File: src/sv/qcp_pkg.sv
package qcp_pkg;

  // Edge command codes
  typedef enum logic [1:0] {
    CMD_LEFT_FALL  = 2'd0,
    CMD_RIGHT_FALL = 2'd1,
    CMD_LEFT_RISE  = 2'd2,
    CMD_RIGHT_RISE = 2'd3
  } cmd_e;

  localparam int unsigned LevelW    = 3;
  localparam int unsigned RowFieldW = 5;
  localparam int unsigned ColFieldW = 6;
  localparam int unsigned ColorW    = 8;

  localparam logic [LevelW-1:0] LevelMax   = 3'd5;
  localparam logic [ColorW-1:0] RedWeight  = 8'd36;
  localparam logic [ColorW-1:0] GrnWeight  = 8'd6;
  localparam logic [ColorW-1:0] ColorBase  = 8'd16;
  localparam logic [ColorW-1:0] ColorBlack = 8'd0;

  // Packed widths of the stream words
  localparam int unsigned InDataW  = 16;
  localparam int unsigned InUserW  = 3;
  localparam int unsigned OutDataW = 24;

  // One edge event
  typedef struct packed {
    logic              encoder_select;
    cmd_e              cmd;
    logic              partner_level;
    logic              draw_mode;
    logic              erase_mode;
    logic [LevelW-1:0] red_level;
    logic [LevelW-1:0] green_level;
    logic [LevelW-1:0] blue_level;
  } edge_t;

  // One result word
  typedef struct packed {
    logic                 moved;
    logic [RowFieldW-1:0] cursor_row;
    logic [ColFieldW-1:0] cursor_col;
    logic                 write_enable;
    logic [ColorW-1:0]    write_color;
  } result_t;

  // Clamp a color level to the top of the 6-level cube
  function automatic logic [LevelW-1:0] level_sat(input logic [LevelW-1:0] lvl);
    level_sat = (lvl > LevelMax) ? LevelMax : lvl;
  endfunction

endpackage

File: src/sv/quadrature_cursor_painter.sv
// Quadrature cursor painter: takes one encoder edge word per cycle while the output is
// not held off by m_axis_tready_i, and returns one result word for each, in order.
// Each word passes an input register, then a result register; the step logic reads and
// updates the cursor and which-came-first flags as each word advances. Encoder 0 moves the
// column and encoder 1 the row, clamped to 0..COL_COUNT-1 and 0..ROW_COUNT-1; after
// reset the cursor sits at the center. Cursor fields are the low bits of the position.
module quadrature_cursor_painter #(
  parameter int unsigned ROW_COUNT = 32,
  parameter int unsigned COL_COUNT = 48
) (
  input  logic                          clk_i,
  input  logic                          rst_ni,
  input  logic                          s_axis_tvalid_i,
  output logic                          s_axis_tready_o,
  // [0] partner_level, [1] draw_mode, [2] erase_mode, [5:3] red_level,
  // [8:6] green_level, [11:9] blue_level, [15:12] zero
  input  logic [qcp_pkg::InDataW-1:0]   s_axis_tdata_i,
  // [0] encoder_select, [2:1] cmd
  input  logic [qcp_pkg::InUserW-1:0]   s_axis_tuser_i,
  output logic                          m_axis_tvalid_o,
  input  logic                          m_axis_tready_i,
  // [0] moved, [5:1] cursor_row, [11:6] cursor_col, [12] write_enable,
  // [20:13] write_color, [23:21] zero
  output logic [qcp_pkg::OutDataW-1:0]  m_axis_tdata_o
);
  import qcp_pkg::*;

  logic    in_valid_q;
  edge_t   in_q;
  logic    out_valid_q;
  result_t out_q;
  result_t result;
  logic    advance;

  // Result register frees up when empty or being taken
  assign advance         = in_valid_q && (!out_valid_q || m_axis_tready_i);
  assign s_axis_tready_o = !in_valid_q || advance;

  qcp_step #(
    .ROW_COUNT(ROW_COUNT),
    .COL_COUNT(COL_COUNT)
  ) u_step (
    .clk_i   (clk_i),
    .rst_ni  (rst_ni),
    .fire_i  (advance),
    .edge_i  (in_q),
    .result_o(result)
  );

  // Input register
  always_ff @(posedge clk_i or negedge rst_ni) begin
    if (!rst_ni) begin
      in_valid_q <= 1'b0;
    end else if (s_axis_tready_o) begin
      in_valid_q <= s_axis_tvalid_i;
    end
  end

  always_ff @(posedge clk_i) begin
    if (s_axis_tvalid_i && s_axis_tready_o) begin
      in_q.encoder_select <= s_axis_tuser_i[0];
      in_q.cmd            <= cmd_e'(s_axis_tuser_i[2:1]);
      in_q.partner_level  <= s_axis_tdata_i[0];
      in_q.draw_mode      <= s_axis_tdata_i[1];
      in_q.erase_mode     <= s_axis_tdata_i[2];
      in_q.red_level      <= s_axis_tdata_i[5:3];
      in_q.green_level    <= s_axis_tdata_i[8:6];
      in_q.blue_level     <= s_axis_tdata_i[11:9];
    end
  end

  // Result register
  always_ff @(posedge clk_i or negedge rst_ni) begin
    if (!rst_ni) begin
      out_valid_q <= 1'b0;
    end else if (!out_valid_q || m_axis_tready_i) begin
      out_valid_q <= in_valid_q;
    end
  end

  always_ff @(posedge clk_i) begin
    if (advance) begin
      out_q <= result;
    end
  end

  assign m_axis_tvalid_o = out_valid_q;
  assign m_axis_tdata_o  = {3'b000, out_q.write_color, out_q.write_enable,
                            out_q.cursor_col, out_q.cursor_row, out_q.moved};

  // A paint request only comes with a cursor step
  a_write_needs_move: assert property (@(posedge clk_i) disable iff (!rst_ni)
    m_axis_tvalid_o && out_q.write_enable |-> out_q.moved)
    else $error("write requested without a cursor step");

  // No request means black
  a_idle_color: assert property (@(posedge clk_i) disable iff (!rst_ni)
    m_axis_tvalid_o && !out_q.write_enable |-> out_q.write_color == ColorBlack)
    else $error("color set without a write request");

  // Saturated levels keep the color inside the 6x6x6 cube
  a_color_range: assert property (@(posedge clk_i) disable iff (!rst_ni)
    m_axis_tvalid_o |-> out_q.write_color <= 8'd231)
    else $error("color outside the palette cube");

endmodule

File: src/sv/qcp_step.sv
module qcp_step #(
  parameter int unsigned ROW_COUNT = 32,
  parameter int unsigned COL_COUNT = 48
) (
  input  logic             clk_i,
  input  logic             rst_ni,
  input  logic             fire_i,   // commit the event held at edge_i
  input  qcp_pkg::edge_t   edge_i,
  output qcp_pkg::result_t result_o
);
  import qcp_pkg::*;

  localparam int unsigned RowW = (ROW_COUNT > 2) ? $clog2(ROW_COUNT) : 1;
  localparam int unsigned ColW = (COL_COUNT > 2) ? $clog2(COL_COUNT) : 1;
  localparam logic [RowW-1:0] RowLast = RowW'(ROW_COUNT - 1);
  localparam logic [ColW-1:0] ColLast = ColW'(COL_COUNT - 1);
  localparam logic [RowW-1:0] RowHome = RowW'(ROW_COUNT / 2);
  localparam logic [ColW-1:0] ColHome = ColW'(COL_COUNT / 2);

  logic [RowW-1:0] row_q, row_d;
  logic [ColW-1:0] col_q, col_d;
  logic [1:0]      left_q, left_d;
  logic [1:0]      right_q, right_d;

  logic              enc;
  logic              is_fall;
  logic              right_pin;
  logic              partner_flag;
  logic              step;
  logic              paint;
  logic [LevelW-1:0] r_sat, g_sat, b_sat;
  logic [ColorW-1:0] color;

  assign enc          = edge_i.encoder_select;
  assign is_fall      = (edge_i.cmd == CMD_LEFT_FALL) || (edge_i.cmd == CMD_RIGHT_FALL);
  assign right_pin    = (edge_i.cmd == CMD_RIGHT_FALL);
  assign partner_flag = right_pin ? left_q[enc] : right_q[enc];
  assign step         = is_fall && partner_flag;
  assign paint        = step && (edge_i.draw_mode || edge_i.erase_mode);

  // Palette color from saturated levels
  assign r_sat = level_sat(edge_i.red_level);
  assign g_sat = level_sat(edge_i.green_level);
  assign b_sat = level_sat(edge_i.blue_level);
  assign color = RedWeight * ColorW'(r_sat) + GrnWeight * ColorW'(g_sat)
               + ColorW'(b_sat) + ColorBase;

  // Next state: flag tracking and clamped cursor step
  always_comb begin
    row_d   = row_q;
    col_d   = col_q;
    left_d  = left_q;
    right_d = right_q;
    if (!is_fall || step) begin
      left_d[enc]  = 1'b0;
      right_d[enc] = 1'b0;
    end else if (edge_i.partner_level) begin
      left_d[enc]  = !right_pin;
      right_d[enc] = right_pin;
    end
    if (step) begin
      if (!enc) begin
        if (right_pin) col_d = (col_q == ColLast) ? col_q : col_q + 1'b1;
        else           col_d = (col_q == '0) ? col_q : col_q - 1'b1;
      end else begin
        if (right_pin) row_d = (row_q == RowLast) ? row_q : row_q + 1'b1;
        else           row_d = (row_q == '0) ? row_q : row_q - 1'b1;
      end
    end
  end

  // Result as seen after the event
  always_comb begin
    result_o.moved        = step;
    result_o.cursor_row   = RowFieldW'(row_d);
    result_o.cursor_col   = ColFieldW'(col_d);
    result_o.write_enable = paint;
    result_o.write_color  = (paint && !edge_i.erase_mode) ? color : ColorBlack;
  end

  always_ff @(posedge clk_i or negedge rst_ni) begin
    if (!rst_ni) begin
      row_q   <= RowHome;
      col_q   <= ColHome;
      left_q  <= '0;
      right_q <= '0;
    end else if (fire_i) begin
      row_q   <= row_d;
      col_q   <= col_d;
      left_q  <= left_d;
      right_q <= right_d;
    end
  end

endmodule
File: config.mk
export PLATFORM = sky130hd
export DESIGN_NAME = quadrature_cursor_painter
export DESIGN_NICKNAME = d
export VERILOG_FILES = /design/src/sv/qcp_pkg.sv /design/src/sv/quadrature_cursor_painter.sv /design/src/sv/qcp_step.sv
export SDC_FILE = /design/constraint.sdc
export NUM_CORES = 1
export LEC_CHECK = 0
export BUFFER_PORTS_ARGS = -buffer_cell sky130_fd_sc_hd__clkbuf_2
export CORE_UTILIZATION = 40
export DETAILED_ROUTE_END_ITERATION = 12
export SLEW_MARGIN = 20
export SYNTH_ARGS = -nofsm -noshare
export SYNTH_HDL_FRONTEND = slang
export SYNTH_HIERARCHICAL = 1
export SYNTH_SLANG_ARGS = --single-unit
File: constraint.sdc
create_clock -name clk_i -period 6.1 [get_ports clk_i]
set_input_delay 0.61 -clock clk_i [delete_from_list [all_inputs] [get_ports clk_i]]
set_output_delay 0.61 -clock clk_i [all_outputs]
set_load 0.02 [all_outputs]
# ---- Word level (Yosys, flattened, before mapping)
# Cells that the tools add are included.
# W data, S select, Z words.
dict set report word_totals {
  ff_bits 53
  in_bits 23
  out_inout_bits 26
  wordCells 86
}
dict set report op_classes {
  add_sub_neg 7
  multipliers 2
  order_cmp 5
  eq_ne 3
  muxes 26
  bitwise 3
  reduce_logical 21
}
# cell n
set ops {}
lappend ops {{$mux W6} 5}
lappend ops {{$mux W5} 5}
lappend ops {{$gt A3 B3 Y1 const B} 3}
lappend ops {{$mux W3} 3}
lappend ops {{$add A8 B3 Y8} 1}
lappend ops {{$add A8 B5 Y8 const B} 1}
lappend ops {{$add A8 B6 Y8} 1}
lappend ops {{$mux W2} 4}
lappend ops {{$add A6 B1 Y6 const B} 1}
lappend ops {{$eq A6 B6 Y1 const B} 1}
lappend ops {{$logic_and A1 B1 Y1} 6}
lappend ops {{$logic_not A6 Y1} 1}
lappend ops {{$mul A4 B3 Y6 const A} 1}
lappend ops {{$mux W1} 6}
lappend ops {{$sub A6 B1 Y6 const B} 1}
lappend ops {{$add A5 B1 Y5 const B} 1}
lappend ops {{$eq A5 B5 Y1 const B} 1}
lappend ops {{$logic_not A1 Y1} 5}
lappend ops {{$logic_not A5 Y1} 1}
lappend ops {{$logic_or A1 B1 Y1} 5}
lappend ops {{$mul A2 B3 Y5 const A} 1}
lappend ops {{$sub A5 B1 Y5 const B} 1}
lappend ops {{$and A2 B2 Y2} 2}
lappend ops {{$bwmux W2} 2}
lappend ops {{8 further kinds} 8}

# ---- Longest topological paths before layout
dict set report logic_depth {
  word_depth 7
  mapped_depth 11
  depth_no_buf 11
}

# ---- Cells and area by module
# Netlist, hierarchy kept.
# mod n_inst cells_each area_per_inst_um2
set by_module_without_submodules {}
lappend by_module_without_submodules {qcp_step 1 239 1853.0}
lappend by_module_without_submodules {quadrature_cursor_painter 1 48 1211.2}

# ---- Worst setup path after synthesis
# No wires, ideal clock.
dict set report synth_path {
  kind {reg-to-reg}
  start {reg in_q[5] (netlist bit)}
  end {reg out_q, in the netlist m_axis_tdata_o[20], data pin}
  setup_ns 0.260
  arrival_time_ns 2.420
  required_ns 5.840
  setup_slack_ns 3.420
  path_stages_with_launch 9
  path_buffers 0
  period_less_slack_ns 2.680
  path_cell_list {edfxtp_1 or2_2 ha_1 ha_1 ha_1 a211oi_1 o21ai_0 a21oi_1 mux2_2}
}
dict set report synth_via {
  elab_chain_cells 6
}
# item line_no
set synth_lines {}
lappend synth_lines {{start, declared} quadrature_cursor_painter.sv:29} ;# edge_t in_q;
lappend synth_lines {{$gt A3 B3 Y1} qcp_pkg.sv:50} ;# level_sat = (lvl > LevelMax) ? LevelMax : lvl;
lappend synth_lines {{$mux W3 (*)} qcp_pkg.sv:50}
lappend synth_lines {{$mul A2 B3 Y5 (*)} qcp_step.sv:45} ;# assign color = RedWeight * ColorW'(r_sat) + GrnWeight * ColorW'(g_sat)
lappend synth_lines {{$add A8 B6 Y8 (*)} qcp_step.sv:45}
lappend synth_lines {{$add A8 B3 Y8 (*)} qcp_step.sv:46} ;# + ColorW'(b_sat) + ColorBase;
lappend synth_lines {{$add A8 B5 Y8 (*)} qcp_step.sv:46}
lappend synth_lines {{end signal, assigned} quadrature_cursor_painter.sv:83} ;# out_q <= result;
lappend synth_lines {{end, declared} quadrature_cursor_painter.sv:31} ;# result_t out_q;
# Every way passes the cells marked *; elsewhere a longest branch is shown, timed or not.
# A chain may end at the register's enable or synchronous reset.

# ---- Worst setup path after layout
# Same ends and word-level chain as after synthesis.

==> flow_summary_export.csv <==
group,metric,value,unit
outcome,run_status,"complete, no violations",
floorplan,vertical_die_dimension,89.5,um
sta,max_freq,0.345,GHz
cells_and_area,mostFrequentLayoutCells,"clkbuf_2 (41), edfxtp_1 (36), nor2_1 (21)",
sta,rsz0062_at_grt,"false",
drt,drt_iter0_drc,195,
floorplan,initial_utilization,41.8,%
power,leakage_power,0.00136,uW
global_routing,largest_net_degree_at_the_start_of_global_routing,18,
clocking,total_clock_buffers_created_by_cts,5,
min_path,path_type_of_the_worst_min_delay_path,"primary input to async pin",
cells_and_area,area_growth,10.9,%
critical_path,slowest_delay,0.44,ns
clocking,post_cts.repair.setup_buffers,0,
clocking,cts.path.max_buffers,2,
synthesis,synth_cell_type_count,56,
sta,finalHoldViolations,0,
floorplan,row_count,31,
critical_path,rr_startpoint,"in_q[5]",
sta,setup-violations-final,0,
drt,route.antenna.remaining_nets,0,
synthesis,synth-edff-count,36,
drt,drtPass1Iterations,4,
synthesis,count_of_warnings_emitted_by_yosys,6,
critical_path,critical-path-top-cell-by-count,"ha_1",
synthesis,synth.cell_area,3060,um^2
critical_path,worst-path-max-fanout,4,
floorplan,core_region_area,7330,um^2
drt,wirelength,5940,um
critical_path,r2r_path_end,"m_axis_tdata_o[20]",
critical_path,crit_chain,"or2_2 -> ha_1 -> ha_1 -> ha_1 -> a211oi_1 -> o21ai_0 -> a21oi_1 -> mux2_2",
critical_path,critical_path.n_buffers_inverters,0,
sta,worst-slew-pin-transition,0.678,ns
clocking,clkSinkCount,53,
cells_and_area,insertedDiodeCount,0,
power,power-per-cell-area,346,nW/um^2
cells_and_area,post_route_cells_drive_above_1_share,21.0,%
critical_path,worstPathRequired,6.17,ns
sta,slew_viol_final,0,
synthesis,syn_inst,287,
drt,vias,2212,
sta,finalCriticalPeriod,2.90,ns
synthesis,netlist_top_cells_area,"edfxtp_1 (35%), dfrtp_1 (11%), ha_1 (6.1%)",
clocking,htree_num_levels,2,
clocking,cts_resized,0,
power,vdd.ir_drop.worst,0.142,mV
job,max_cap_viol_count,0,
placement,detailed_placement_wirelength_estimate,4350,um
clocking,clk_latency,0.31,ns
cells_and_area,final_core_utilization,46.3,%
synthesis,synth-seq-area-share,49.3,%
cells_and_area,final_net_count,353,
sta,fin_worst_hold_slack,0.238,ns
cells_and_area,storage_element_area,1510,um^2
global_routing,initial_antenna_violation_count,0,
placement,place.port_buffers,41,
sta,clock-skew-final,0.0100,ns
synthesis,ys.flop_type,"edfxtp_1",
critical_path,crit_family,"adder cells",
cells_and_area,area_taken_by_multi_input_logic_gates,1370,um^2
drt,remaining_drc_errors,0,
critical_path,worstRegToRegCells,8,
drt,route.detailed.vias_per_inst,5.36,
clocking,cts.reportedPaths.clkPinSlew,0.10,ns
critical_path,cpMaxStageDelayCell,"edfxtp_1",
floorplan,floorplan.die_area,8010,um^2
critical_path,rrSetupSlack,3.20,ns
synthesis,postSynthRegisterBits,53,
sta,post-route-period-util,47.5,%
global_routing,grt_first_pass_wirelength,9590,um
clocking,cts_hold_buffers_added,0,
global_routing,grt_util_all_layers,15.9,%
critical_path,worstSetupEndpointType,"flop",
placement,routabilityCongestion,0.857,
critical_path,critical_path_class,"flop to flop",
sta,max_slew_margin,54.7,%
drt,route.detailed.wl_per_inst,14.4,um
synthesis,syn_area_per_cell,10.7,um^2
cells_and_area,final_common_cell,"clkbuf_2",
cells_and_area,n_fill_cell,693,
critical_path,start_kind,"flop",
synthesis,synth_top_area_cell,"edfxtp_1",
placement,placed_cells,405,
global_routing,residual_overflow_from_global_routing,0,
synthesis,synth_top_area_share,35.3,%
synthesis,async_set_or_reset_flop_fraction_in_the_synthesized_netlist,32.1,%
cells_and_area,post_layout_nonfiller_instances,413,
floorplan,die_width,89.5,um
floorplan,pin_count,49,
clocking,clock_tree_from_tritoncts,"done",
global_routing,grt_pass1_vias,1945,
clocking,cts_root_buffer,"clkbuf_8",
sta,fin_setup_tns,0,ns
critical_path,crit_arrival,2.97,ns
Yosys cell counts, types with 6 or more instances:
library cell / n
nor2b_1: 6
ha_1: 15
buf_4: 6
nand2b_1: 6
dfrtp_1: 14
a21oi_1: 10
edfxtp_1: 36
nand2_1: 7
nor3_1: 13
o21ai_0: 17
nand3_1: 6
a211oi_1: 11
o22a_1: 6
inv_1: 18
nor2_1: 21
clkbuf_1: 13
kinds of logic (layout without fill, tap and decap cells):
| kind of cell | Yosys count | after routing | share of synthesized area (%) |
|---|---|---|---|
| fa+ha+maj | 17 | 17 | 7.43 |
| flops | 53 | 53 | 49.3 |
| compound gates | 77 | 77 | 17.4 |
| simple gates | 84 | 84 | 15.5 |
| other cells | 2 | 4 | 0.245 |
| buf+inv | 43 | 68 | 6.25 |
| mux | 6 | 6 | 2.49 |
| xor+xnor | 5 | 5 | 1.43 |
worst reg2reg max path, cell delays in order, from the launching register on:
cell      delay (ns)
edfxtp_1        0.44
or2_2           0.32
ha_1            0.32
ha_1            0.32
ha_1            0.33
a211oi_1        0.27
o21ai_0         0.15
a21oi_1         0.18
mux2_2          0.34
per-stage QoR:
step	setup slack, ns	power [uW]	area, um^2
after floorplan	3.42	849	3070
after global placement	3.26	925	3280
after detailed placement	3.22	934	3280
after CTS	3.20	1180	3400
after global routing	3.05	1250	3400
final	3.20	1170	3400
how the worst max path moves through the flow:
stage | start | endpoint | slack, ns | cells after the start
floorplan | in_q[5] | m_axis_tdata_o[20] | 3.42 | 8
global placement | in_q[5] | m_axis_tdata_o[20] | 3.26 | 8
detailed placement | in_q[5] | m_axis_tdata_o[20] | 3.22 | 8
CTS | in_q[5] | m_axis_tdata_o[20] | 3.20 | 8
global route | in_q[5] | m_axis_tdata_o[20] | 3.05 | 10
finish | in_q[5] | m_axis_tdata_o[20] | 3.20 | 8
metal layers:
layer  share of wire [%]  vias up  track usage, %
met3                 4.3        6            3.32
met5                   0        -               0
met1                  47     1042            22.4
met4                 1.1        0            5.77
li1                    -     1104               -
met2                  47       60            24.1
cell type report:
class	count	share of cell area (%)
clock inverters	3	1.29
inverters	18	1.99
well taps	99	3.65
flip-flops and latches	53	44.5
repair buffers	42	6.26
multi-input cells	193	40.3
clock buffers	5	2.03
where the power goes:
group          switching, uW  leakage [uW]  internal, uW
combinational            224      0.000747           174
clock                    119     0.0000585           123
sequential              76.8      0.000560           458
total                    419       0.00136           756
state kept, by name, indices dropped and copies added, names as in the netlist:
name	flops
u_step/right_q	2
in_q	15
u_step/row_q	5
u_step/col_q	6
m_axis_tdata_o	21
m_axis_tvalid_o	1
in_valid_q	1
u_step/left_q	2
No activity file was read; power rests on OpenSTA's default activity.
